$ cat src/rtl/core/mmcp_pkg.sv
// ============================================================================
// mmcp_pkg
// Shared types and constants of the multi-mode channel processor.
// ============================================================================
package mmcp_pkg;

    localparam int VALUE_WIDTH_DEFAULT   = 32;
    localparam int DIVIDER_WIDTH_DEFAULT = 8;
    localparam int FRAC_BITS             = 16;
    localparam int CFG_INDEX_WIDTH       = 3;
    localparam int MODE_WIDTH            = 3;

    typedef enum logic [MODE_WIDTH-1:0] {
        MODE_PASS      = 3'd0,
        MODE_MIN       = 3'd1,
        MODE_MAX       = 3'd2,
        MODE_COUNT     = 3'd3,
        MODE_CLAMP     = 3'd4,
        MODE_INTEGRATE = 3'd5,
        MODE_HOLD      = 3'd6
    } mode_t;

    typedef enum logic [CFG_INDEX_WIDTH-1:0] {
        REG_MODE        = 3'd0,
        REG_UPPER_LIMIT = 3'd1,
        REG_LOWER_LIMIT = 3'd2,
        REG_DIVIDER     = 3'd3,
        REG_USE_LINK    = 3'd4
    } reg_index_t;

    typedef enum logic [1:0] {
        ST_IDLE,
        ST_DIVIDE,
        ST_UPDATE
    } ctrl_state_t;

    // controller -> datapath
    typedef struct packed {
        logic capture;   // latch the accepted beat, seed the divider
        logic step;      // one quotient bit
        logic commit;    // write the new channel value
    } mmcp_cmd_t;

    // datapath -> controller
    typedef struct packed {
        logic integrate;
    } mmcp_status_t;

endpackage

$ cat src/rtl/core/mmcp_if.sv
// ============================================================================
// mmcp channel interfaces
// Valid/ready channels for samples, channel values and register writes.
// ============================================================================
interface mmcp_in_if #(
    parameter int VALUE_WIDTH = 32
);
    logic                          valid;
    logic                          ready;
    logic signed [VALUE_WIDTH-1:0] sample;
    logic signed [VALUE_WIDTH-1:0] linked_sample;

    modport source (output valid, output sample, output linked_sample, input ready);
    modport sink   (input valid, input sample, input linked_sample, output ready);
endinterface

interface mmcp_out_if #(
    parameter int VALUE_WIDTH = 32
);
    logic                          valid;
    logic                          ready;
    logic signed [VALUE_WIDTH-1:0] channel_value;

    modport source (output valid, output channel_value, input ready);
    modport sink   (input valid, input channel_value, output ready);
endinterface

interface mmcp_cfg_if #(
    parameter int INDEX_WIDTH = 3,
    parameter int DATA_WIDTH  = 32
);
    logic                   valid;
    logic                   ready;
    logic [INDEX_WIDTH-1:0] index;
    logic [DATA_WIDTH-1:0]  data;

    modport source (output valid, output index, output data, input ready);
    modport sink   (input valid, input index, input data, output ready);
endinterface

$ cat src/rtl/core/mmcp_ctrl.sv
// ============================================================================
// mmcp_ctrl
// Sequencer: input handshake, divide bit counter, output valid.
// ============================================================================
module mmcp_ctrl #(
    parameter int VALUE_WIDTH = 32
) (
    input  logic                  clk,
    input  logic                  rst_n,
    input  logic                  in_valid,
    output logic                  in_ready,
    output logic                  out_valid,
    input  logic                  out_ready,
    input  mmcp_pkg::mmcp_status_t status,
    output mmcp_pkg::mmcp_cmd_t    cmd
);
    import mmcp_pkg::*;

    localparam int CNT_W = $clog2(VALUE_WIDTH);

    ctrl_state_t      state_reg, state_next;
    logic [CNT_W-1:0] cnt_reg, cnt_next;
    logic             out_valid_reg, out_valid_next;

    always_ff @(posedge clk or negedge rst_n)
    begin
        if (!rst_n)
        begin
            state_reg     <= ST_IDLE;
            cnt_reg       <= '0;
            out_valid_reg <= 1'b0;
        end
        else
        begin
            state_reg     <= state_next;
            cnt_reg       <= cnt_next;
            out_valid_reg <= out_valid_next;
        end
    end

    always_comb
    begin
        state_next  = state_reg;
        cnt_next    = cnt_reg;
        in_ready    = 1'b0;
        cmd.capture = 1'b0;
        cmd.step    = 1'b0;
        cmd.commit  = 1'b0;
        unique case (state_reg)
            ST_IDLE:
            begin
                in_ready = 1'b1;
                if (in_valid)
                begin
                    cmd.capture = 1'b1;
                    cnt_next    = CNT_W'(VALUE_WIDTH - 1);
                    state_next  = status.integrate ? ST_DIVIDE : ST_UPDATE;
                end
            end
            ST_DIVIDE:
            begin
                cmd.step = 1'b1;
                cnt_next = cnt_reg - 1'b1;
                if (cnt_reg == '0)
                    state_next = ST_UPDATE;
            end
            ST_UPDATE:
            begin
                // wait for the output register to free up
                if (!out_valid_reg || out_ready)
                begin
                    cmd.commit = 1'b1;
                    state_next = ST_IDLE;
                end
            end
            default:
            begin
                state_next = ST_IDLE;
            end
        endcase
    end

    always_comb
    begin
        if (cmd.commit)
            out_valid_next = 1'b1;
        else if (out_ready)
            out_valid_next = 1'b0;
        else
            out_valid_next = out_valid_reg;
    end

    assign out_valid = out_valid_reg;

endmodule

$ cat src/rtl/core/mmcp_datapath.sv
// ============================================================================
// mmcp_datapath
// Config registers, sample latch, restoring divider and channel value update.
// ============================================================================
module mmcp_datapath #(
    parameter int VALUE_WIDTH   = 32,
    parameter int DIVIDER_WIDTH = 8
) (
    input  logic                                    clk,
    input  logic                                    rst_n,
    input  logic                                    cfg_valid,
    output logic                                    cfg_ready,
    input  logic [mmcp_pkg::CFG_INDEX_WIDTH-1:0]    cfg_index,
    input  logic [VALUE_WIDTH-1:0]                  cfg_data,
    input  logic signed [VALUE_WIDTH-1:0]           sample,
    input  logic signed [VALUE_WIDTH-1:0]           linked_sample,
    output logic signed [VALUE_WIDTH-1:0]           channel_value,
    input  mmcp_pkg::mmcp_cmd_t                     cmd,
    output mmcp_pkg::mmcp_status_t                  status
);
    import mmcp_pkg::*;

    localparam int W  = VALUE_WIDTH;
    localparam int DW = DIVIDER_WIDTH;
    localparam logic signed [W-1:0] VAL_MAX = {1'b0, {(W-1){1'b1}}};
    localparam logic signed [W-1:0] VAL_MIN = {1'b1, {(W-1){1'b0}}};
    // 1.0 in Q.FRAC_BITS, or the largest value when 1.0 does not fit
    localparam logic signed [W-1:0] COUNT_UNIT =
        (FRAC_BITS < W - 1) ? (W'(1) << FRAC_BITS) : VAL_MAX;

    // configuration
    mode_t                 mode_reg;
    logic signed [W-1:0]   upper_reg;
    logic signed [W-1:0]   lower_reg;
    logic [DW-1:0]         divider_reg;
    logic                  use_link_reg;

    // state
    logic signed [W-1:0]   held_reg, held_next;
    logic signed [W-1:0]   prev_reg;

    // latched beat and divider
    logic signed [W-1:0]   sample_reg;
    logic signed [W-1:0]   linked_reg;
    logic                  neg_reg;
    logic [W-1:0]          quot_reg;
    logic [DW-1:0]         rem_reg;

    logic [DW:0]           trial;
    logic                  trial_ge;
    logic [W-1:0]          abs_sample;
    logic signed [W-1:0]   quotient;
    logic signed [W-1:0]   src;
    logic signed [W-1:0]   add_b;
    logic signed [W:0]     sum;
    logic signed [W-1:0]   sat_sum;
    logic                  do_add;

    assign cfg_ready = 1'b1;

    always_ff @(posedge clk or negedge rst_n)
    begin
        if (!rst_n)
        begin
            mode_reg     <= MODE_PASS;
            upper_reg    <= '0;
            lower_reg    <= '0;
            divider_reg  <= DW'(1);
            use_link_reg <= 1'b0;
        end
        else if (cfg_valid)
        begin
            unique case (cfg_index)
                REG_MODE:        mode_reg     <= mode_t'(cfg_data[MODE_WIDTH-1:0]);
                REG_UPPER_LIMIT: upper_reg    <= cfg_data;
                REG_LOWER_LIMIT: lower_reg    <= cfg_data;
                REG_DIVIDER:     divider_reg  <= cfg_data[DW-1:0];
                REG_USE_LINK:    use_link_reg <= cfg_data[0];
                default:         ;
            endcase
        end
    end

    assign status.integrate = (mode_reg == MODE_INTEGRATE);

    // |sample| fits in W unsigned bits, including the most negative value
    assign abs_sample = sample[W-1] ? W'(-sample) : W'(sample);
    assign trial      = {rem_reg, quot_reg[W-1]};
    assign trial_ge   = (trial >= {1'b0, divider_reg});

    always_ff @(posedge clk)
    begin
        if (cmd.capture)
        begin
            sample_reg <= sample;
            linked_reg <= linked_sample;
            neg_reg    <= sample[W-1];
            quot_reg   <= abs_sample;
            rem_reg    <= '0;
        end
        else if (cmd.step)
        begin
            quot_reg <= {quot_reg[W-2:0], trial_ge};
            rem_reg  <= trial_ge ? DW'(trial - {1'b0, divider_reg}) : trial[DW-1:0];
        end
    end

    // truncation toward zero: divide magnitudes, then restore the sign
    assign quotient = neg_reg ? -$signed(quot_reg) : $signed(quot_reg);
    assign src      = use_link_reg ? linked_reg : sample_reg;

    always_comb
    begin
        add_b  = quotient;
        do_add = 1'b0;
        if (mode_reg == MODE_COUNT)
        begin
            add_b  = COUNT_UNIT;
            do_add = (sample_reg > upper_reg) && (prev_reg < upper_reg);
        end
        else if (mode_reg == MODE_INTEGRATE)
        begin
            do_add = (divider_reg != '0);
        end
    end

    assign sum     = {held_reg[W-1], held_reg} + {add_b[W-1], add_b};
    assign sat_sum = (sum[W] != sum[W-1]) ? (sum[W] ? VAL_MIN : VAL_MAX) : sum[W-1:0];

    always_comb
    begin
        held_next = held_reg;
        unique case (mode_reg) inside
            MODE_PASS:
                held_next = src;
            MODE_MIN:
                if (src < held_reg)
                    held_next = src;
            MODE_MAX:
                if (src > held_reg)
                    held_next = src;
            MODE_COUNT, MODE_INTEGRATE:
                if (do_add)
                    held_next = sat_sum;
            MODE_CLAMP:
            begin
                held_next = sample_reg;
                if (sample_reg > upper_reg)
                    held_next = upper_reg;
                if (sample_reg < lower_reg)
                    held_next = lower_reg;
            end
            default:
                held_next = held_reg;
        endcase
    end

    always_ff @(posedge clk or negedge rst_n)
    begin
        if (!rst_n)
        begin
            held_reg <= '0;
            prev_reg <= '0;
        end
        else if (cmd.commit)
        begin
            held_reg <= held_next;
            if (mode_reg == MODE_COUNT)
                prev_reg <= sample_reg;
        end
    end

    // held value only moves on commit, which waits for the output to drain
    assign channel_value = held_reg;

endmodule

$ cat src/rtl/core/multi_mode_channel_processor_top.sv
// ============================================================================
// multi_mode_channel_processor_top
// Channel value processor: pass, min, max, count, clamp, integrate, hold.
// ============================================================================
//  channel   dir  payload                       handshake
//  in_ch     in   sample, linked_sample         valid / ready
//  out_ch    out  channel_value                 valid / ready
//  cfg       in   index, data                   valid / ready (ready tied high)
//
//  Integrate mode: the restoring divider runs in the divide state between accept
//  and update, one quotient bit per cycle. Other modes go from accept to update.
//  One beat in flight; a new beat is taken while the last result waits.
//  Reset clears config, held value and previous sample; no clearing pass.
//  A stalled output holds the sequencer in its update state.
// ============================================================================
module multi_mode_channel_processor_top #(
    parameter int VALUE_WIDTH   = mmcp_pkg::VALUE_WIDTH_DEFAULT,
    parameter int DIVIDER_WIDTH = mmcp_pkg::DIVIDER_WIDTH_DEFAULT
) (
    input  logic        clk,
    input  logic        rst_n,
    mmcp_in_if.sink     in_ch,
    mmcp_out_if.source  out_ch,
    mmcp_cfg_if.sink    cfg
);
    import mmcp_pkg::*;

    mmcp_cmd_t    cmd;
    mmcp_status_t status;

    mmcp_ctrl #(
        .VALUE_WIDTH (VALUE_WIDTH)
    ) u_ctrl (
        .clk       (clk),
        .rst_n     (rst_n),
        .in_valid  (in_ch.valid),
        .in_ready  (in_ch.ready),
        .out_valid (out_ch.valid),
        .out_ready (out_ch.ready),
        .status    (status),
        .cmd       (cmd)
    );

    mmcp_datapath #(
        .VALUE_WIDTH   (VALUE_WIDTH),
        .DIVIDER_WIDTH (DIVIDER_WIDTH)
    ) u_datapath (
        .clk           (clk),
        .rst_n         (rst_n),
        .cfg_valid     (cfg.valid),
        .cfg_ready     (cfg.ready),
        .cfg_index     (cfg.index),
        .cfg_data      (cfg.data),
        .sample        (in_ch.sample),
        .linked_sample (in_ch.linked_sample),
        .channel_value (out_ch.channel_value),
        .cmd           (cmd),
        .status        (status)
    );

    // no second beat right behind an accepted one
    assert property (@(posedge clk) disable iff (!rst_n)
        in_ch.valid && in_ch.ready |=> !in_ch.ready)
        else $error("input taken while a beat is in flight");

    // a committed value is presented on the next cycle
    assert property (@(posedge clk) disable iff (!rst_n)
        cmd.commit |=> out_ch.valid)
        else $error("commit did not raise output valid");

    // commit never overlaps an accept
    assert property (@(posedge clk) disable iff (!rst_n)
        cmd.commit |-> !in_ch.ready && !cmd.capture)
        else $error("commit overlapped input accept");

endmodule

$ cat src/flat_wrapper.sv
// flat-port wrapper written by rule: the top's interface ports become plain ports
module multi_mode_channel_processor_top_flat import mmcp_pkg::*;
#(
    parameter int VALUE_WIDTH   = mmcp_pkg::VALUE_WIDTH_DEFAULT,
    parameter int DIVIDER_WIDTH = mmcp_pkg::DIVIDER_WIDTH_DEFAULT
)
  (clk, rst_n, in_ch_valid, in_ch_sample, in_ch_linked_sample, in_ch_ready, out_ch_valid, out_ch_channel_value, out_ch_ready, cfg_valid, cfg_index, cfg_data, cfg_ready);
  mmcp_in_if #(.VALUE_WIDTH(VALUE_WIDTH)) in_ch_i ();
  mmcp_out_if #(.VALUE_WIDTH(VALUE_WIDTH)) out_ch_i ();
  mmcp_cfg_if #(.INDEX_WIDTH(CFG_INDEX_WIDTH), .DATA_WIDTH((VALUE_WIDTH_DEFAULT))) cfg_i ();
  input  logic clk;
  input  logic rst_n;
  input wire logic [$bits(in_ch_i.valid)-1:0] in_ch_valid;
  input wire logic [$bits(in_ch_i.sample)-1:0] in_ch_sample;
  input wire logic [$bits(in_ch_i.linked_sample)-1:0] in_ch_linked_sample;
  output wire logic [$bits(in_ch_i.ready)-1:0] in_ch_ready;
  output wire logic [$bits(out_ch_i.valid)-1:0] out_ch_valid;
  output wire logic [$bits(out_ch_i.channel_value)-1:0] out_ch_channel_value;
  input wire logic [$bits(out_ch_i.ready)-1:0] out_ch_ready;
  input wire logic [$bits(cfg_i.valid)-1:0] cfg_valid;
  input wire logic [$bits(cfg_i.index)-1:0] cfg_index;
  input wire logic [$bits(cfg_i.data)-1:0] cfg_data;
  output wire logic [$bits(cfg_i.ready)-1:0] cfg_ready;
  assign in_ch_i.valid = in_ch_valid;
  assign in_ch_i.sample = in_ch_sample;
  assign in_ch_i.linked_sample = in_ch_linked_sample;
  assign in_ch_ready = in_ch_i.ready;
  assign out_ch_valid = out_ch_i.valid;
  assign out_ch_channel_value = out_ch_i.channel_value;
  assign out_ch_i.ready = out_ch_ready;
  assign cfg_i.valid = cfg_valid;
  assign cfg_i.index = cfg_index;
  assign cfg_i.data = cfg_data;
  assign cfg_ready = cfg_i.ready;
  multi_mode_channel_processor_top #(.VALUE_WIDTH(VALUE_WIDTH), .DIVIDER_WIDTH(DIVIDER_WIDTH)) u_core (.clk(clk), .rst_n(rst_n), .in_ch(in_ch_i), .out_ch(out_ch_i), .cfg(cfg_i));
endmodule
$ cat config.mk
export PLATFORM = sky130hd
export DESIGN_NAME = multi_mode_channel_processor_top_flat
export DESIGN_NICKNAME = d
export VERILOG_FILES = /design/src/rtl/core/mmcp_pkg.sv /design/src/rtl/core/mmcp_if.sv /design/src/rtl/core/mmcp_ctrl.sv /design/src/rtl/core/mmcp_datapath.sv /design/src/rtl/core/multi_mode_channel_processor_top.sv /design/src/flat_wrapper.sv
export SDC_FILE = /design/constraint.sdc
export NUM_CORES = 1
export LEC_CHECK = 0
export BUFFER_PORTS_ARGS = -buffer_cell sky130_fd_sc_hd__buf_2
export CAP_MARGIN = 40
export CELL_PAD_IN_SITES_DETAIL_PLACEMENT = 0
export CELL_PAD_IN_SITES_GLOBAL_PLACEMENT = 2
export CORE_MARGIN = 3
export CORE_UTILIZATION = 42
export CTS_CLUSTER_DIAMETER = 30
export DETAILED_ROUTE_END_ITERATION = 10
export PLACE_DENSITY = 0.85
export SLEW_MARGIN = 20
export SYNTH_ARGS = -nofsm -noshare
export SYNTH_HDL_FRONTEND = slang
export SYNTH_SLANG_ARGS = --single-unit
$ cat constraint.sdc
create_clock -name clk -period 12.6 [get_ports clk]
set_input_delay 1.26 -clock clk [delete_from_list [all_inputs] [get_ports clk]]
set_output_delay 1.26 -clock clk [all_outputs]
set_load 0.03 [all_outputs]
==> flow_metrics.tcl <==
set metrics [dict create \
    p_per_area_mw_per_mm2 296 \
    slew_viol_final 0 \
    startpoint "u_core.u_datapath.quot_reg[6]" \
    synth_area_leader_cell "dfrtp_1" \
    yosysWarnings 0 \
    yosys.cell_types.count 80 \
    synth-seq-cells 252 \
    num_vias 14305 \
    nFillCells 3637 \
    worstReg2RegStart "u_core.u_datapath.quot_reg[6]" \
    dieArea_mm2 0.0428 \
    port_buffers 137 \
    insertion_delay_ns 0.60 \
    synth_edf_count 96 \
    grt_pass1_wl_mm 84.5 \
    synth_area_mm2 0.0170 \
    ys_seq_area_share_pct 39.8 \
    rows 72 \
    synth_area_per_cell_um2 9.51 \
    core_mm2 0.0393 \
    vdd_drop_max_mv 0.149 \
    routabilityCongestion 0.879 \
    hold_ws_ns 0.454 \
    worst-r2r-cell-count 20 \
    diodes 0 \
    postRouteAntennaNets 0 \
    drive_above_1_share_pct 20.2 \
    setup_tns_ns 0 \
    synthTopCellsByCount "195 x nand2_1, 190 x o21ai_0, 170 x ha_1" \
    cts-hold-fix-buffers 0 \
    pre_cts_ws_ns 7.02 \
    io_pins 139 \
    wire_per_inst_um 21.8 \
    r2r_end "u_core.u_datapath.channel_value[11]" \
    hold-path-endpoint "u_core.u_datapath.rem_reg[7]" \
    min_path_cells 2 \
    rsz0062_at_grt "no" \
    async_flop_share_pct 58.7 \
    hold_path.class "reg -> reg" \
    crit_path_end_kind "register" \
    cts_buffer_depth 3 \
    clock_skew_ns 0.0240 \
    post-route-period-util_pct 44.4 \
    drt_iter0_markers 1169 \
    timing.final.ws_setup_ns 7.00 \
    min_from "u_core.u_datapath.rem_reg[7]" \
    cts.clk_slew.worst_paths_ns 0.04 \
    numCtsBuffers 73 \
    drc 0 \
    path_class "reg -> reg" \
    start_util_pct 43.2 \
    dp_hpwl_mm 42.8 \
    grt_max_degree 72 \
    synth_cells 1783 \
    synth_top_flop_cell "dfrtp_1" \
    h-tree-depth 3 \
    die_w_um 207 \
    wl_mm 55.0 \
    ctsResizeCount 0 \
    arrival_ns 6.10 \
    synth_nets 2059 \
    yosysMostFrequentCell "nand2_1" \
    overflow 0 \
    hold_viol 0 \
    period_minus_slack_ns 5.60 \
    dieHeight_um 207 \
    grt_pass1_vias 14225 \
    max_cap_viol_count 0 \
    synth_top_area_share_pct 21.7 \
    cts_tree "done" \
    cp-start-kind "register" \
    routed_via_density 5.67 \
    firstDrtPassIters 9 \
    clkSinkCount 252 \
    netlist_top_cells_area "dfrtp_1 22%, edfxtp_1 17%, ha_1 13%" \
    stdcell_area_mm2 0.0209 \
    tightest_slew_ns 0.776 \
    critPathMaxFanout 18 \
    place_area_mm2 0.0183 \
    setup_viol 0 \
    cts-root-buf "clkbuf_16" \
    relSlewSlack_pct 47.8 \
    fmax_mhz 179 \
    final_nets 2221 \
    cp.required_ns 13.10 \
    antenna_found_initial 0 \
    grt_usage_pct 26.0 \
    area_delta_synth_final_pct 23.0 \
    postCtsSetupRepairBufs 0 \
    reg2reg_slack_ns 7.00 \
    outcome "finished, final reports clean" \
    p_leak_nw 9.12 \
]
## critical path, cell delays in order, from the launching register on
cell      delay, ns
edfxtp_1       0.43
or3_1          0.43
or4_1          0.48
or3_1          0.41
nand2b_1       0.26
or4_4          0.47
o21ai_0        0.22
xor2_1         0.17
nor2_1         0.06
ha_1           0.38
and3_1         0.23
and3_1         0.25
and4_1         0.25
nand2_1        0.06
nand3_1        0.09
a31oi_1        0.06
nand3_1        0.13
o311a_1        0.57
buf_8          0.24
o21ai_0        0.13
a31oi_1        0.17
## report_power, final
| part | switching, mW | internal, mW | total, mW |
|---|---|---|---|
| combinational | 1.75 | 1.10 | 2.84 |
| sequential | 0.283 | 1.15 | 1.43 |
| clock | 0.571 | 1.32 | 1.90 |
| total | 2.60 | 3.57 | 6.17 |
## kinds of logic after synthesis
family	count (synthesis)	synth area share [%]
compound gates	478	17.7
xor+xnor	89	4.60
simple gates	469	12.9
mux	117	7.67
buf+inv	205	4.58
fa+ha+maj	172	12.8
other cells	1	0.0221
flops	252	39.8
## cell type report
class / count / area (um2) / area share (%)
Clock buffer: 91 / 1950 / 9.33
Clock inverter: 43 / 621 / 2.98
Inverter: 133 / 499 / 2.39
Multi-Input combinational cell: 1326 / 9460 / 45.3
Sequential cell: 252 / 6750 / 32.4
Tap cell: 518 / 648 / 3.11
Timing Repair Buffer: 159 / 941 / 4.51
## how the worst max path moves through the flow
stage	end	slack (ns)	depth (start not counted)
floorplan	u_core.u_datapath.channel_value[16]	7.82	19
global placement	u_core.u_datapath.channel_value[6]	6.79	19
detailed placement	u_core.u_datapath.channel_value[8]	7.02	20
CTS	u_core.u_datapath.channel_value[11]	6.99	20
global route	u_core.u_datapath.channel_value[10]	6.61	20
finish	u_core.u_datapath.channel_value[11]	7.00	20
## metrics by stage
step           cells  power [mW]  util, %
6_report        2522        6.17     53.1
5_1_grt         2522        6.60     53.1
4_1_cts         2522        6.18     53.1
3_5_place_dp    2388        4.24     46.6
3_3_place_gp    2379        4.18     46.2
2_1_floorplan   1783        3.31        -
## layout by cell type (no fill, tap or decap), types with 7 or more instances in the layout
| cell type | synthesis | layout |
|---|---|---|
| a222oi_1 | 26 | 26 |
| inv_1 | 131 | 131 |
| nand2b_1 | 16 | 16 |
| dfxtp_1 | 8 | 8 |
| a211oi_1 | 13 | 13 |
| clkbuf_16 | 0 | 74 |
| o22ai_1 | 7 | 7 |
| a221oi_1 | 8 | 8 |
| xor2_1 | 67 | 67 |
| a21oi_1 | 87 | 87 |
| buf_4 | 1 | 15 |
| bufinv_16 | 0 | 11 |
| buf_2 | 2 | 136 |
| or4_1 | 10 | 10 |
| a31oi_1 | 39 | 39 |
| nand3_1 | 29 | 29 |
| nand2_1 | 195 | 194 |
| mux2i_1 | 14 | 14 |
| dfrtp_1 | 147 | 147 |
| or3_1 | 12 | 12 |
| a21o_1 | 15 | 15 |
| o211ai_1 | 8 | 8 |
| nor2b_1 | 16 | 15 |
| nor2_1 | 110 | 107 |
| clkinvlp_4 | 0 | 8 |
| o21ai_0 | 190 | 190 |
| xnor2_1 | 22 | 21 |
| nor3_1 | 12 | 12 |
| o31ai_1 | 18 | 18 |
| mux2_2 | 103 | 103 |
| clkinv_2 | 0 | 11 |
| o41ai_1 | 10 | 10 |
| o21a_1 | 7 | 7 |
| nand4_1 | 26 | 26 |
| ha_1 | 170 | 170 |
| nor4_1 | 12 | 12 |
| edfxtp_1 | 96 | 96 |
| clkbuf_1 | 61 | 14 |
## layer usage
layer / global-route usage, % / part of all wire (%) / vias up
li1: - / - / 6884
met1: 39.6 / 49 / 6900
met2: 36.6 / 41 / 430
met3: 5.52 / 6.9 / 91
met4: 8.33 / 2.8 / 0
met5: 0 / 0 / -
Note: power is estimated with default switching activity, not from simulation.
